[config.mk]
export PLATFORM = sky130hd
export DESIGN_NAME = fractional_knapsack_greedy
export DESIGN_NICKNAME = d
export VERILOG_FILES = /design/src/rtl/core/fkg_pkg.sv /design/src/rtl/core/fkg_ram.sv /design/src/rtl/core/fractional_knapsack_greedy.sv
export VERILOG_INCLUDE_DIRS = /design/src /design/src/rtl/core
export SDC_FILE = /design/constraint.sdc
export NUM_CORES = 2
export LEC_CHECK = 0
export ABC_AREA = 1
export BUFFER_PORTS_ARGS = -buffer_cell sky130_fd_sc_hd__buf_4
export CORE_MARGIN = 4
export CORE_UTILIZATION = 32
export CTS_CLUSTER_DIAMETER = 80
export DETAILED_ROUTE_END_ITERATION = 8
export GPL_ROUTABILITY_DRIVEN = 0
export PLACE_DENSITY = 0.54
export SYNTH_ARGS = -nofsm -noshare
export SYNTH_HDL_FRONTEND = slang
export SYNTH_SLANG_ARGS = --single-unit
[constraint.sdc]
create_clock -name i_clk -period 7.6 [get_ports i_clk]
set_clock_uncertainty 0.05 [all_clocks]
set_input_delay 0.76 -clock i_clk [delete_from_list [all_inputs] [get_ports i_clk]]
set_output_delay 0.76 -clock i_clk [all_outputs]
set_load 0.03 [all_outputs]
[src/rtl/core/assert_macros.svh]
// assertion helpers shared by the rtl
`ifndef ASSERT_MACROS_SVH
`define ASSERT_MACROS_SVH

// checked only while out of reset
`define FKG_ASSERT(lbl, clk, rstn, prop, msg) \
    lbl: assert property (@(posedge clk) disable iff (!(rstn)) (prop)) else $error(msg);

// checked at every edge
`define FKG_ASSERT_ALWAYS(lbl, clk, prop, msg) \
    lbl: assert property (@(posedge clk) (prop)) else $error(msg);

`endif

[src/rtl/core/fkg_pkg.sv]
`timescale 1ns / 1ps

package fkg_pkg;

    localparam int MAX_ITEMS_DEF     = 64;
    localparam int FRACTION_BITS_DEF = 16;
    localparam int VAL_W             = 16;
    localparam int CAP_W             = 24;
    localparam int IDX_W             = 6;
    localparam int FRAC_OUT_W        = 17;
    localparam int WORD_W            = 2 * VAL_W;

    typedef struct packed {
        logic [VAL_W-1:0] profit;
        logic [VAL_W-1:0] weight;
        logic             last;
    } t_in_item;

    typedef struct packed {
        logic [IDX_W-1:0]      item_index;
        logic [FRAC_OUT_W-1:0] fraction;
        logic                  final_result;
    } t_out_item;

endpackage

[src/rtl/core/fkg_ram.sv]
`timescale 1ns / 1ps

module fkg_ram #(
    parameter int WIDTH = 32,
    parameter int DEPTH = 64
) (
    input  logic                     i_clk,
    input  logic                     i_we,
    input  logic [$clog2(DEPTH)-1:0] i_waddr,
    input  logic [WIDTH-1:0]         i_wdata,
    input  logic                     i_re,
    input  logic [$clog2(DEPTH)-1:0] i_raddr,
    output logic [WIDTH-1:0]         o_rdata
);

    logic [WIDTH-1:0] r_mem [DEPTH];
    logic [WIDTH-1:0] r_rdata;

    always_ff @(posedge i_clk) begin
        if (i_we) begin
            r_mem[i_waddr] <= i_wdata;
        end
        if (i_re) begin
            r_rdata <= r_mem[i_raddr];
        end
    end

    assign o_rdata = r_rdata;

endmodule

[src/rtl/core/fractional_knapsack_greedy.sv]
`timescale 1ns / 1ps
// Fractional knapsack solver. Items (profit, weight, last) are taken one per
// cycle while ready into the item store. The item flagged last starts a run
// against the capacity written beforehand, and the block is not ready until
// all of the run's results have been taken. Each result slot is found by a
// scan over all n stored items, one candidate at a time through the store's
// read port and a cross-multiply compare (S_MUL, then S_CMP). Each slot starts
// with S_ISSUE and ends with S_PICK, a bit-serial divide (S_DIV) when its item
// is split, and S_OUT, which waits for the result to be taken. Results come in
// order of falling profit/weight ratio, equal ratios in load order. The
// fraction is Q1.FRACTION_BITS, and 1.0 means the whole item.

`include "assert_macros.svh"

module fractional_knapsack_greedy #(
    parameter int MAX_ITEMS     = fkg_pkg::MAX_ITEMS_DEF,
    parameter int FRACTION_BITS = fkg_pkg::FRACTION_BITS_DEF
) (
    input  logic                            i_clk,
    input  logic                            i_rst_n,
    input  logic                            i_cfg_we,
    input  logic [fkg_pkg::CAP_W-1:0]       i_cfg_data,
    input  logic                            i_in_valid,
    output logic                            o_in_ready,
    input  fkg_pkg::t_in_item               i_in_data,
    output logic                            o_out_valid,
    input  logic                            i_out_ready,
    output fkg_pkg::t_out_item              o_out_data
);

    import fkg_pkg::*;

    localparam int AW  = $clog2(MAX_ITEMS);
    localparam int CW  = $clog2(MAX_ITEMS + 1);
    localparam int DCW = $clog2(FRACTION_BITS + 1);
    localparam int PW  = 2 * VAL_W;
    localparam logic [FRAC_OUT_W-1:0] FracWhole =
        FRAC_OUT_W'((64'd1 << FRACTION_BITS) & 64'h1FFFF);

    typedef enum logic [6:0] {
        S_LOAD  = 7'b0000001,
        S_ISSUE = 7'b0000010,
        S_MUL   = 7'b0000100,
        S_CMP   = 7'b0001000,
        S_PICK  = 7'b0010000,
        S_DIV   = 7'b0100000,
        S_OUT   = 7'b1000000
    } t_state;

    t_state                 r_state;
    logic [CAP_W-1:0]       r_capacity;
    logic [CAP_W-1:0]       r_rem;
    logic [CW-1:0]          r_count;
    logic [AW-1:0]          r_slot;
    logic [AW-1:0]          r_cand_idx;
    logic [MAX_ITEMS-1:0]   r_taken;
    logic                   r_have_best;
    logic                   r_partial;
    logic [AW-1:0]          r_best_idx;
    logic [VAL_W-1:0]       r_best_p;
    logic [VAL_W-1:0]       r_best_w;
    logic [VAL_W-1:0]       r_cand_p;
    logic [VAL_W-1:0]       r_cand_w;
    logic [PW-1:0]          r_lhs;
    logic [PW-1:0]          r_rhs;
    logic [FRAC_OUT_W-1:0]  r_frac;
    logic [VAL_W:0]         r_div_rem;
    logic [FRACTION_BITS-1:0] r_quot;
    logic [DCW-1:0]         r_div_cnt;

    logic                   in_acc;
    logic                   out_acc;
    logic                   ram_we;
    logic                   ram_re;
    logic [AW-1:0]          ram_raddr;
    logic [WORD_W-1:0]      ram_rdata;
    logic [VAL_W-1:0]       in_w;
    logic [VAL_W-1:0]       rd_p;
    logic [VAL_W-1:0]       rd_w;
    logic                   cand_last;
    logic                   slot_last;
    logic                   take_cand;
    logic [VAL_W:0]         div_shift;
    logic                   div_ge;
    logic [FRACTION_BITS-1:0] n_quot;

    assign o_in_ready  = (r_state == S_LOAD);
    assign o_out_valid = (r_state == S_OUT);
    assign in_acc      = i_in_valid && o_in_ready;
    assign out_acc     = o_out_valid && i_out_ready;
    assign in_w        = (i_in_data.weight == '0) ? VAL_W'(1) : i_in_data.weight;
    assign ram_we      = in_acc && (r_count < CW'(MAX_ITEMS));
    assign ram_re      = (r_state == S_ISSUE) || ((r_state == S_CMP) && !cand_last);
    assign ram_raddr   = (r_state == S_ISSUE) ? '0 : r_cand_idx + AW'(1);
    assign rd_p        = ram_rdata[WORD_W-1:VAL_W];
    assign rd_w        = ram_rdata[VAL_W-1:0];
    assign cand_last   = (CW'(r_cand_idx) == r_count - CW'(1));
    assign slot_last   = (CW'(r_slot) == r_count - CW'(1));
    assign take_cand   = !r_taken[r_cand_idx] && (!r_have_best || (r_lhs > r_rhs));
    assign div_shift   = {r_div_rem[VAL_W-1:0], 1'b0};
    assign div_ge      = (div_shift >= {1'b0, r_best_w});
    assign n_quot      = {r_quot[FRACTION_BITS-2:0], div_ge};

    fkg_ram #(
        .WIDTH (WORD_W),
        .DEPTH (MAX_ITEMS)
    ) u_store (
        .i_clk   (i_clk),
        .i_we    (ram_we),
        .i_waddr (AW'(r_count)),
        .i_wdata ({i_in_data.profit, in_w}),
        .i_re    (ram_re),
        .i_raddr (ram_raddr),
        .o_rdata (ram_rdata)
    );

    always_ff @(posedge i_clk) begin
        if (!i_rst_n) begin
            r_state    <= S_LOAD;
            r_capacity <= '0;
            r_rem      <= '0;
            r_count    <= '0;
            r_slot     <= '0;
            r_taken    <= '0;
            r_have_best <= 1'b0;
            r_partial  <= 1'b0;
            r_div_cnt  <= '0;
        end else begin
            if (i_cfg_we) begin
                r_capacity <= i_cfg_data;
            end
            unique case (r_state)
                S_LOAD: begin
                    if (in_acc) begin
                        if (ram_we) begin
                            r_count <= r_count + CW'(1);
                        end
                        if (i_in_data.last) begin
                            r_state     <= S_ISSUE;
                            r_rem       <= r_capacity;
                            r_taken     <= '0;
                            r_slot      <= '0;
                            r_partial   <= 1'b0;
                            r_have_best <= 1'b0;
                        end
                    end
                end
                S_ISSUE: begin
                    r_cand_idx <= '0;
                    r_state    <= S_MUL;
                end
                S_MUL: begin
                    r_cand_p <= rd_p;
                    r_cand_w <= rd_w;
                    r_lhs    <= {{VAL_W{1'b0}}, rd_p} * {{VAL_W{1'b0}}, r_best_w};
                    r_rhs    <= {{VAL_W{1'b0}}, r_best_p} * {{VAL_W{1'b0}}, rd_w};
                    r_state  <= S_CMP;
                end
                S_CMP: begin
                    if (take_cand) begin
                        r_have_best <= 1'b1;
                        r_best_idx  <= r_cand_idx;
                        r_best_p    <= r_cand_p;
                        r_best_w    <= r_cand_w;
                    end
                    if (cand_last) begin
                        r_state <= S_PICK;
                    end else begin
                        r_cand_idx <= r_cand_idx + AW'(1);
                        r_state    <= S_MUL;
                    end
                end
                S_PICK: begin
                    r_taken[r_best_idx] <= 1'b1;
                    if (r_partial) begin
                        r_frac  <= '0;
                        r_state <= S_OUT;
                    end else if ({{(CAP_W-VAL_W){1'b0}}, r_best_w} <= r_rem) begin
                        r_frac  <= FracWhole;
                        r_rem   <= r_rem - {{(CAP_W-VAL_W){1'b0}}, r_best_w};
                        r_state <= S_OUT;
                    end else begin
                        r_partial <= 1'b1;
                        r_div_rem <= {1'b0, r_rem[VAL_W-1:0]};
                        r_div_cnt <= '0;
                        r_state   <= S_DIV;
                    end
                end
                S_DIV: begin
                    r_div_rem <= div_ge ? (div_shift - {1'b0, r_best_w}) : div_shift;
                    r_quot    <= n_quot;
                    r_div_cnt <= r_div_cnt + DCW'(1);
                    if (r_div_cnt == DCW'(FRACTION_BITS - 1)) begin
                        r_frac  <= FRAC_OUT_W'(n_quot);
                        r_state <= S_OUT;
                    end
                end
                S_OUT: begin
                    if (out_acc) begin
                        r_have_best <= 1'b0;
                        if (slot_last) begin
                            r_count <= '0;
                            r_state <= S_LOAD;
                        end else begin
                            r_slot  <= r_slot + AW'(1);
                            r_state <= S_ISSUE;
                        end
                    end
                end
                default: r_state <= S_LOAD;
            endcase
        end
    end

    always_comb begin
        o_out_data.item_index   = IDX_W'(r_best_idx);
        o_out_data.fraction     = r_frac;
        o_out_data.final_result = slot_last;
    end

    `FKG_ASSERT(a_slot_in_range, i_clk, i_rst_n, (r_state == S_OUT) |-> (CW'(r_slot) < r_count), "result slot beyond item count")
    `FKG_ASSERT(a_div_only_partial, i_clk, i_rst_n, (r_state == S_DIV) |-> r_partial, "divide without partial item")
    `FKG_ASSERT(a_no_overlap, i_clk, i_rst_n, !(o_in_ready && o_out_valid), "input taken during output")
    `FKG_ASSERT(a_ready_after_run, i_clk, i_rst_n, (out_acc && o_out_data.final_result) |=> (o_in_ready && (r_count == '0)), "not ready after final result")

endmodule

# Yosys cells after proc, flatten, opt, wreduce, memory -nomap -nowiden
# Memories as Yosys holds them, arrays and structs flattened. A register that Yosys moved wholly into a read port is not among the register bits.
# Index checks and enable logic that the tools add are counted.
[word_totals] inputBits=62 ram_bits=2048 out_inout_bits=26 register_bits=327 wordCells=147 memories=1
[op_classes] n_bitwise=1 n_eq_ne=23 n_reduce_logical=30 magnitude_cmp=7 muxes=56 addsub=7 mul=2
[memory_table] name="u_store.r_mem" words=64 width=32 read_ports=1 rd_ports_with_merged_regs=1 wr=1 line_no="fkg_ram.sv:16" rtl="logic [WIDTH-1:0] r_mem [DEPTH];"
[op_table] operator="64-bit 2-to-1 mux" n=2
[op_table] operator="64-bit one-hot mux with 2 select lines" n=1
[op_table] operator="24-bit 2-to-1 mux" n=4
[op_table] operator="7-bit 2-to-1 mux" n=10
[op_table] operator="16-bit by 16-bit multiplier with 32-bit output" n=2
[op_table] operator="16-bit 2-to-1 mux" n=4
[op_table] operator="64-bit OR" n=1
[op_table] operator="17-bit 2-to-1 mux" n=3
[op_table] operator="7-bit one-hot mux with 7 select lines" n=1
[op_table] operator="24-bit one-hot mux with 2 select lines" n=1
[op_table] operator="6-bit 2-to-1 mux" n=6
[op_table] operator="17-bit one-hot mux with 2 select lines" n=1
[op_table] operator="32-bit greater-than comparator" n=1
[op_table] operator="16-bit one-hot mux with 2 select lines" n=1
[op_table] operator="16-bit by 24-bit less-or-equal comparator with 1-bit output" n=1
[op_table] operator="6-bit one-hot mux with 2 select lines" n=2
[op_table] operator="24-bit by 16-bit subtractor with 24-bit output" n=1
[op_table] operator="5-bit AND reduction" n=4
[op_table] operator="17-bit by 16-bit greater-or-equal comparator with 1-bit output" n=1
[op_table] operator="16-bit logical NOT" n=1
[op_table] operator="16-bit subtractor" n=1
[op_table] operator="5-bit 2-to-1 mux" n=3
[op_table] operator="6-bit by 7-bit equality test with 1-bit output" n=2
[op_table] operator="6-bit by 7-bit < comparator with 1-bit output, second input constant" n=2
[op_table] operator="other kinds (33)" n=70

# Logic depth before layout (Yosys ltp)
[depth] depth_word=6 ltp_mapped=27 ltp_nobuf=25

# Modules after synthesis
# A second synthesis with hierarchy kept.
[hier_totals] cells_unflattened=11106 hier_area_um2=117303.8
[modules_own_cells] module="fkg_ram" area_per_inst_um2=83060.9 n_inst=1 cells_each=6770 seq_area_each_um2=62459.9
[modules_own_cells] module="fractional_knapsack_greedy" area_per_inst_um2=34242.8 n_inst=1 cells_each=4336 seq_area_each_um2=8428.1

# Least setup slack after synthesis
# No wires, ideal clock.
[synth_path] kind="flip-flop to flip-flop" from="register r_best_w[1]" to="register r_lhs[30], data pin" synth_period_minus_slack_ns=5.625 n_path_buf=2 t_required_ns=7.298 slack_ns=1.975 setup_ns=0.252 arrival_ns=5.322 path_stages_with_launch=25 cell_sequence="edfxtp_1 -> clkbuf_1 -> clkbuf_1 -> nand2_1 -> fa_1 -> fa_1 -> fa_1 -> inv_1 -> fa_1 -> fa_1 -> inv_1 -> fa_1 -> inv_1 -> ha_1 -> nand2_1 -> nor2_1 -> nand2_1 -> nand2_1 -> nand2_1 -> nand3_1 -> nand2_1 -> nand2_1 -> nand2_1 -> nand3_1 -> nand2_1"
[synth_between] elab_chain_cells=1
[synth_rtl] item="start, declared" line_no="fractional_knapsack_greedy.sv:61" rtl="logic [VAL_W-1:0] r_best_w;"
[synth_rtl] item="start signal, assigned" line_no="fractional_knapsack_greedy.sv:164" rtl="r_best_w <= r_cand_w;"
[synth_rtl] item="16-bit by 16-bit multiplier with 32-bit output" line_no="fractional_knapsack_greedy.sv:155" rtl="r_lhs <= {{VAL_W{1'b0}}, rd_p} * {{VAL_W{1'b0}}, r_best_w};"
[synth_rtl] item="end signal, assigned" line_no="fractional_knapsack_greedy.sv:155"
[synth_rtl] item="end, declared" line_no="fractional_knapsack_greedy.sv:64" rtl="logic [PW-1:0] r_lhs;"
# Every way passes these cells.
# A chain may end at the register's enable or synchronous reset.

# Worst setup path in the final report
[layout_path] from="register u_store.r_rdata[25] (netlist: u_store.o_rdata[25]) (read register of u_store.r_mem)" to="register r_lhs[28], data pin"
[layout_between] elab_chain_cells=1
[layout_rtl] item="start, declared" line_no="fkg_ram.sv:17" rtl="logic [WIDTH-1:0] r_rdata;"
[layout_rtl] item="16-bit by 16-bit multiplier with 32-bit output" line_no="fractional_knapsack_greedy.sv:155"
# Every way passes these cells.

==> flow_summary.toml <==
[clocking]
postCtsSetupRepairBufs = 0
clock_latency_ps = 920
root_buffer = "clkbuf_16"
post_cts_resize_count = 0
ctsLongestPathBuffers = 4
clkTransAtPathRegs_ps = 60
cts.htree.levels = 5
ctsHoldBuffers = 0
tritoncts.num_buffers = 272
cts_num_sinks = 2407
cts_tree = "built"

[critical_path]
crit_path_start_kind = "flip-flop"
endpoint_kind = "flip-flop"
worst_setup_sp = "u_store.o_rdata[25]$_DFFE_PN_"
cp_data_required_time_ps = 8120
critical_path_class = "flip-flop to flip-flop"
rr_startpoint = "u_store.o_rdata[25]$_DFFE_PN_"
timing.critical_path.arrival_ps = 6560
worstPathMaxFanout = 17

[final_layout]
drive_gt1_share_pct = 5.98
final_cells = 17300
postLayoutCellArea_um2 = 138000
area_delta_synth_final_pct = 11.2
finish.utilization_pct = 35.8
fillCellCount = 38300
finish.net_count = 12700

[logic_synthesis]
synth_top_cells_by_area = "edfxtp_1 55%, nand3_1 9.5%, inv_1 6.4%, nand2_1 6.3%, fa_1 6.3%"
synth_warnings = 0
post_synth_num_cell_types = 44
synth_fa_ha_area_share_pct = 9.07
synthDominantCellAreaShare_pct = 54.7
synth_top_family_by_area = "simple AND/OR/NAND/NOR gates"
synthesis.area_um2 = 124000
synth_compound_gate_area_share_pct = 2.06
synth-seq-area-share_pct = 57.0
syn-instance-count = 12200
post_synth.cell_area_avg_um2 = 10.2
yosys_register_bits = 2407
synth-xor-area-share_pct = 0.584
portion_of_netlist_area_occupied_by_mux_cells_pct = 0
synth_simple_gate_area_share_pct = 21.9
synth_area_leader_cell = "edfxtp_1"
synthesis.nets = 12900

[timing]
timing_worst_slew_pin_value_ps = 1210
final_critical_path_setup_slack_ps = 1560
max-slew-margin-rel_pct = 19.1
final_min_period_over_clock_period_pct = 79.4
max_freq_ghz = 0.166
finalHoldViolations = 0
setup-violations-final = 0
fin_worst_hold_slack_ps = 90.3
drv_slew = 0
rsz0062_at_grt = "false"
timing.setup.tns_ps = 0
period_needed_ps = 6040

[drt]
postRouteAntennaNets = 0
total_number_of_vias = 85600
detail_route.vias_per_cell = 4.94
wire_per_inst_um = 21.5
first_drt_pass_iteration_count = 6
detail_route.wirelength_mm = 372
detailed_route_drc_error_count = 0
starting_drc_count_in_detailed_routing = 8544

[floorplanning]
die-area_um2 = 399000
placement_rows = 228
floorplan.core_area_um2 = 387000
floorplan.die.width_um = 632
num_io_pins = 88
chipHeight_um = 632
initial_core_util_pct = 32.2

[placed_design]
preCtsSetupSlack_ps = 1640
hpwlAfterDp_mm = 211
place.port_buffers = 87
dpl-instance-area_um2 = 130000
numPlacedInstances = 16900

[hold_path]
min_from = "i_cfg_data[16]"
holdCritPathClass = "primary input to flip-flop"

[grt]
grt_max_degree = 170
grt_util_all_layers_pct = 18.1
overflow = 0
via_count_of_the_first_global_routing_pass = 82300
global_route_wire_length_before_repair_mm = 551
antenna_found_initial = 9

[power]
cellLeakagePower_nw = 56.1
pwr_density_cell_nw_per_um2 = 271
post_layout_power_mw = 37.5
max_vdd_drop_mv = 0.302

[flow_run]
maxCapViolCount = 0

[status]
outcome = "finished, final reports clean"
-- worst max-delay path: stages (launching register included) --
cell	delay, ps
edfxtp_1	840
nand2_1	180
fa_1	520
fa_1	470
fa_1	540
inv_1	50
fa_1	480
fa_1	500
inv_1	50
fa_1	470
inv_1	40
ha_1	400
nand2_1	130
nor2_1	230
nand2_1	90
nand2_1	110
nand2_1	60
nand3_1	170
nand2_1	70
nand2_1	120
nand2_1	80
nand3_1	70
nand2_1	50
-- cells by family (layout without fill, tap and decap cells) --
group / Yosys count / count (layout)
buf+inv: 2890 / 2869
simple gates: 5645 / 5645
xor+xnor: 83 / 83
other cells: 0 / 6
flops: 2407 / 2407
fa+ha+maj: 668 / 668
compound gates: 483 / 483
-- per-layer routing --
| layer | wire [µm] | global-route usage, % | part of all wire, % | up-vias |
|---|---|---|---|---|
| met2 | 173000 | 29.2 | 47 | 2726 |
| met1 | 165000 | 25.4 | 44 | 42400 |
| met5 | 236 | 0.323 | 0.063 | - |
| met4 | 10400 | 5.19 | 2.8 | 10 |
| li1 | - | - | - | 40000 |
| met3 | 23300 | 2.41 | 6.3 | 482 |
-- synthesized netlist by cell type, drive strengths merged --
cell / count
nand3: 2374
edfxtp: 2268
inv: 2130
nand2: 2109
nand3b: 769
buf: 433
fa: 390
clkbuf: 327
nor2: 290
ha: 278
a21oi: 266
o21ai: 153
dfxtp: 139
xor2: 48
nand4: 42
nor3: 39
xnor2: 35
o211ai: 18
o21bai: 12
nor4: 11
a21o: 9
or2: 9
a31oi: 6
o21a: 6
o22ai: 5
a21boi: 4
a211oi: 1
a221oi: 1
a41o: 1
and3: 1
nor3b: 1
o2111ai: 1
-- area by class of cell --
cell class              instances  area, µm²  share of cell area [%]
repair buffers                261       2310                    1.67
inverters                    2130       8030                    5.80
clock inverters               136       1010                   0.733
multi-input cells            6879      42500                    30.7
well taps                    5175       6470                    4.68
clock buffers                 342       7200                    5.20
diodes                          6       15.0                  0.0109
flip-flops and latches       2407      70900                    51.2
-- power by group --
part,total [mW],internal [mW],switching [mW]
Clock,12.4,6.92,5.50
Combinational,9.85,3.22,6.62
Sequential,15.2,15.1,0.159
Total,37.5,25.2,12.3
-- flip-flops by register name (all words and copies together), names as in the netlist --
register         count
u_store.r_mem     2048
r_taken             64
r_lhs               32
r_rhs               32
u_store.o_rdata     32
r_capacity          24
r_rem               24
r_frac              17
r_best_p            16
r_best_w            16
r_cand_p            16
r_cand_w            16
r_div_rem           16
r_quot              15
r_count              7
r_state              7
r_best_idx           6
r_cand_idx           6
r_slot               6
r_div_cnt            5
r_have_best          1
r_partial            1
-- cells in the final DEF (no fill, tap or decap), types with 9 or more instances in the layout --
master and n:
clkinv_1 57, nand3_1 2374, nor3_1 34, edfxtp_1 2268, inv_6 9, o21ai_0 150, nor2_1 221, inv_2 11
nand3b_1 769, a21oi_1 266, xnor2_1 35, o21bai_1 12, dfxtp_1 139, clkbuf_1 63, clkbuf_16 277, a21o_1 9
ha_1 278, fa_1 390, nand4_1 41, nor4_1 10, o211ai_1 18, inv_1 2115, xor2_1 48, clkinv_2 44
nand2_1 2101, buf_4 233, buf_12 28, nor2_4 67
-- worst paths after layout --
check / endpoint / slack [ps] / cells past startpoint
max: r_lhs[28]$_DFFE_PP_ / 1560 / 22
min: r_capacity[16]$_SDFFE_PN0P_ / 90 / 3
max reg2reg: r_lhs[28]$_DFFE_PP_ / 1560 / 22
min reg2reg: r_best_p[1]$_DFFE_PP_ / 370 / 0
No activity file was read; power rests on OpenSTA's default activity.
